**config.mk**
```make
export PLATFORM = sky130hd
export DESIGN_NAME = gfs_ram
export DESIGN_NICKNAME = d
export VERILOG_FILES = /design/src/rtl/gfs_ram.sv
export SDC_FILE = /design/constraint.sdc
export NUM_CORES = 1
export LEC_CHECK = 0
export BUFFER_PORTS_ARGS = -buffer_cell sky130_fd_sc_hd__buf_2
export CAP_MARGIN = 20
export CORE_AREA = 5 5 114 116
export DETAILED_ROUTE_END_ITERATION = 8
export DIE_AREA = 0 0 119 121
export GPL_ROUTABILITY_DRIVEN = 0
export PLACE_DENSITY = 0.61
export SYNTH_ARGS = -nofsm -noshare
export SYNTH_HDL_FRONTEND = slang
export SYNTH_SLANG_ARGS = --single-unit
export TNS_END_PERCENT = 50
```
**constraint.sdc**
```tcl
create_clock -name i_clk -period 1.9 [get_ports i_clk]
set_input_delay 0.285 -clock i_clk [delete_from_list [all_inputs] [get_ports i_clk]]
set_output_delay 0.285 -clock i_clk [all_outputs]
set_load 0.05 [all_outputs]
```
**src/rtl/gfs_ram.sv**
```systemverilog
// ---------------------------------------------------------------------------
// gfs_ram
// Simple dual-port RAM: one write port, one read port, registered read.
// ---------------------------------------------------------------------------
module gfs_ram #(
    parameter int WIDTH = 8,
    parameter int DEPTH = 16,
    localparam int AW = (DEPTH > 1) ? $clog2(DEPTH) : 1
) (
    input  logic             i_clk,
    input  logic             i_we,
    input  logic [AW-1:0]    i_waddr,
    input  logic [WIDTH-1:0] i_wdata,
    input  logic             i_re,
    input  logic [AW-1:0]    i_raddr,
    output logic [WIDTH-1:0] o_rdata
);

    logic [WIDTH-1:0] r_mem [DEPTH];
    logic [WIDTH-1:0] r_rdata;

    always_ff @(posedge i_clk) begin
        if (i_we) begin
            r_mem[i_waddr] <= i_wdata;
        end
        if (i_re) begin
            r_rdata <= r_mem[i_raddr];
        end
    end

    assign o_rdata = r_rdata;

endmodule

```
**Yosys cells after proc, flatten, opt, wreduce, memory -nomap -nowiden**

Memories as Yosys holds them, arrays and structs flattened. A register that Yosys moved wholly into a read port is not among the register bits.
Cells that the tools add are included.

- Register bits: 0
- Bits in writable memories: 128
- Word-level logic and storage cells: 3
- Memories kept: 1

- Multiplexer cells: 2

Memory list:

| memory | depth | bits a word | rd ports | clocked after memory_dff | wr ports | RTL line | source |
|---|---|---|---|---|---|---|---|
| r_mem | 16 | 8 | 1 | 1 | 1 | 19 | `logic [WIDTH-1:0] r_mem [DEPTH];` |

Operator list:

| cell | number |
|---|---|
| two-way mux 1 bit | 2 |

**Longest topological paths before layout**

- Depth in word-level cells: 2
- Depth in mapped cells: 5
- Gate-level depth less buffers: 3

**Worst setup path before layout**

Ideal clock, no wire load.

- Kind: input -> register
- From: in i_waddr[2]
- To: mem r_mem[0][0] (enable)
- Arrival: 1.395 ns
- Setup slack: 0.122 ns
- Stages: 2
- Path buffers: 0
- Cell sequence: or3b_2 -> nor3_1

RTL lines:

| what | RTL line | source |
|---|---|---|
| from (decl) | 12 | `input logic [AW-1:0] i_waddr,` |
| to (decl) | 19 |  |

Straight into the memory's write port.

==> results by group <==
Clocking
  – CTS max path bufs: 2
  – Postcts setup bufs: 0
  – CTS Buf Count: 17
  – Clk_lat worst skew: 410 ps
  – CTS sink cnt: 136
  – Hold-fix buffers, CTS: 0
  – Clock transition at path regs: 50 ps
  – CTS root buffer: clkbuf_16
  – CTS H-tree depth: 4
  – CTS tree: built
  – Post-CTS Resized: 0

Power and ir drop
  – VDD IR max: 560 uV
  – Pleak: 0.00213 uW
  – Internal: 5540 uW
  – PwrDens: 1100 nW/um^2
  – NetSw: 1350 uW
  – Sequential power share: 49.4%
  – Switching part of the total power: 19.5%
  – Clk pwr share: 45.3%
  – Logic pwr share: 5.3%

Timing
  – Setup TNS: 0 ps
  – Actual slew at the worst max-slew pin: 402 ps
  – Hold Vio Cnt, Final: 0
  – Peak Freq: 669 MHz
  – Final worst-path cycle share: 78.7%
  – Unrepaired setup endpoints after global routing: false
  – Slew margin rel.: 73.2%
  – Setup Viol. Count Final: 0
  – Max Slew Vio Count: 0
  – Final min period: 1500 ps
  – Worst Skew: 5.86 ps

Min path
  – Min-delay worst type: in -> reg
  – Hold path startpoint: i_re
  – Hold path endpoint: o_rdata[2]$_DFFE_PP_
  – WHS Path Cells: 1

Cells and area
  – N_diodes: 0
  – Util after Layout: 52.9%
  – Storage element area: 4080 sq um
  – Multi-input combinational cell area: 1060 sq um
  – Layout Nets: 307
  – Share of layout cells above drive strength 1: 31.9%
  – # fillers: 915
  – Area grow syn2layout: 19.5%

Drt
  – Detail Route Antenna Nets: 0
  – Drt drc: 0
  – Initial DRT Pass Iterations: 4
  – Drt wl/cell: 22.3 microns
  – Total wire length: 9910 microns
  – Post-DR vias/cell: 5.57
  – Iter 0 DRT Violations: 187
  – Total number of vias: 2478

Setup path
  – Endpoint of the worst-slack reg-to-reg timing path: o_rdata[7]$_DFFE_PP_
  – Highest-delay cell along the critical path: mux4_2
  – Worst EP arrival: 1640 ps
  – WP depth: 3
  – Crit end category: flop
  – Critical path peak fanout: 1
  – FF-to-FF Start: r_mem[3][7]$_DFFE_PP_
  – Crit path kind: reg -> reg
  – Flop2flop setup slack: 400 ps
  – Startpoint Class: flop
  – WP buf/inv: 0
  – Slowest stage delay, CP: 490 ps
  – Register-to-Register Path Depth: 3
  – Worst path required time: 2040 ps
  – CP Cell Sequence: mux4_2, a22oi_1, nand2_1
  – CP top delay family: multiplexers

Floorplanning
  – Die area: 14400 sq um
  – Die Height: 121 microns
  – Row cnt: 40
  – Core area: 11800 sq um
  – Starting Density: 44.3%
  – I/O pin total: 27
  – Die width: 119 microns

Synthesis
  – #FFs+latches synth: 136
  – Cell count after synthesis: 229
  – Top post-synthesis cells by area: edfxtp_1 (78%), mux4_2 (7.8%), mux4_1 (7.0%), a22oi_1 (2.3%), nor2_1 (0.93%)
  – Yosys warns: 0
  – Register area share after synthesis: 78.1%
  – Synth Flop Type: edfxtp_1
  – Commonest cells post-synth: edfxtp_1 (136), mux4_2 (18), a22oi_1 (16)
  – Share of the synthesized area in the top cell type: 78.1%
  – Syn nets: 248
  – Syn avg cell area: 22.8 sq um
  – Unique masters post-synth: 18
  – Asr flop ratio synth: 0%
  – Largest area contributor in the netlist: edfxtp_1
  – EDFF count, synth: 136
  – Most common cell in the synthesized netlist: edfxtp_1
  – Mapped Area: 5230 sq um

Global routing
  – Initial antenna violation count: 0
  – Total gr overflow: 0
  – First-pass GRT wire length: 15600 microns
  – Vias in the first global route: 2637
  – Largest net degree at the start of global routing: 33
  – Met3 Use GR: 4.10%
  – Gr usage total: 15.0%
  – Gr busiest metal: met2
  – Met1 usage: 20.0%
  – Met2 Use GR: 23.6%

Placed design
  – Detailed-placement wirelength estimate: 6630 microns
  – Port buffer count: 26

Run status
  – Status: complete, no violations

Run
  – Max Cap Violations: 0
## state kept, by name, summed over array words and instances, names as in the netlist
signal / flops
o_rdata: 8
r_mem: 128
## metal layers
metal | up-vias | wire length, microns
met3 | 15 | 502
met2 | 82 | 4870
li1 | 1096 | -
met5 | - | 0
met1 | 1285 | 4410
met4 | 0 | 131
## cells in the final DEF (no fill, tap or decap), types with 9 or more instances in the layout
cell type | Yosys | layout
mux4_1 | 14 | 14
buf_2 | 3 | 26
buf_4 | 1 | 20
nor2_1 | 13 | 13
clkbuf_16 | 0 | 17
nand2_1 | 9 | 9
mux4_2 | 18 | 18
edfxtp_1 | 136 | 136
a22oi_1 | 16 | 16
## cell families (layout without fill, tap and decap cells)
group                  count (synthesis)  count (layout)  synth area share (%)
AOI/OAI and AO/OA                     16              16                  2.30
buffers and inverters                 10              79                  1.65
DFF                                  136             136                  78.1
muxes                                 32              32                  14.8
and+or+nand+nor                       35              35                  3.14
## how the worst max path moves through the flow
stage / startpoint / slack (ps) / end
after floorplan: i_waddr[2] / 120 / r_mem[0][0]$_DFFE_PP_
after global placement: i_raddr[0] / 60 / o_rdata[2]$_DFFE_PP_
after detailed placement: i_raddr[0] / 50 / o_rdata[3]$_DFFE_PP_
after CTS: r_mem[5][3]$_DFFE_PP_ / 410 / o_rdata[3]$_DFFE_PP_
after global routing: r_mem[5][3]$_DFFE_PP_ / 320 / o_rdata[3]$_DFFE_PP_
final: r_mem[3][7]$_DFFE_PP_ / 400 / o_rdata[7]$_DFFE_PP_
## stage by stage
stage          cell area (sq um)  setup WS (ps)  hold slack, ps  std cells  power (uW)
2_1_floorplan               5230            122             384        229        3680
3_3_place_gp                5690           62.6             670        416        3830
3_5_place_dp                5690           54.1             667        416        3830
4_1_cts                     6250            407             242        445        6950
5_1_grt                     6250            316             238        445        7110
6_report                    6250            404             246        445        6880
## power groups by stage
| stage | registers [uW] | clock network, uW | logic [uW] |
|---|---|---|---|
| 2_1_floorplan | 3510 | 0 | 171 |
| 3_3_place_gp | 3460 | 0 | 366 |
| 3_5_place_dp | 3460 | 0 | 372 |
| 4_1_cts | 3400 | 3170 | 372 |
| 5_1_grt | 3400 | 3310 | 397 |
| 6_report | 3400 | 3120 | 367 |
## layout make-up
class | count | area share [%]
Clock inverter | 12 | 2.18
Multi-Input combinational cell | 83 | 16.9
Sequential cell | 136 | 65.4
Tap cell | 147 | 2.94
Clock buffer | 17 | 6.81
Timing Repair Buffer | 50 | 5.77
Power figures use the tool's default switching activity.
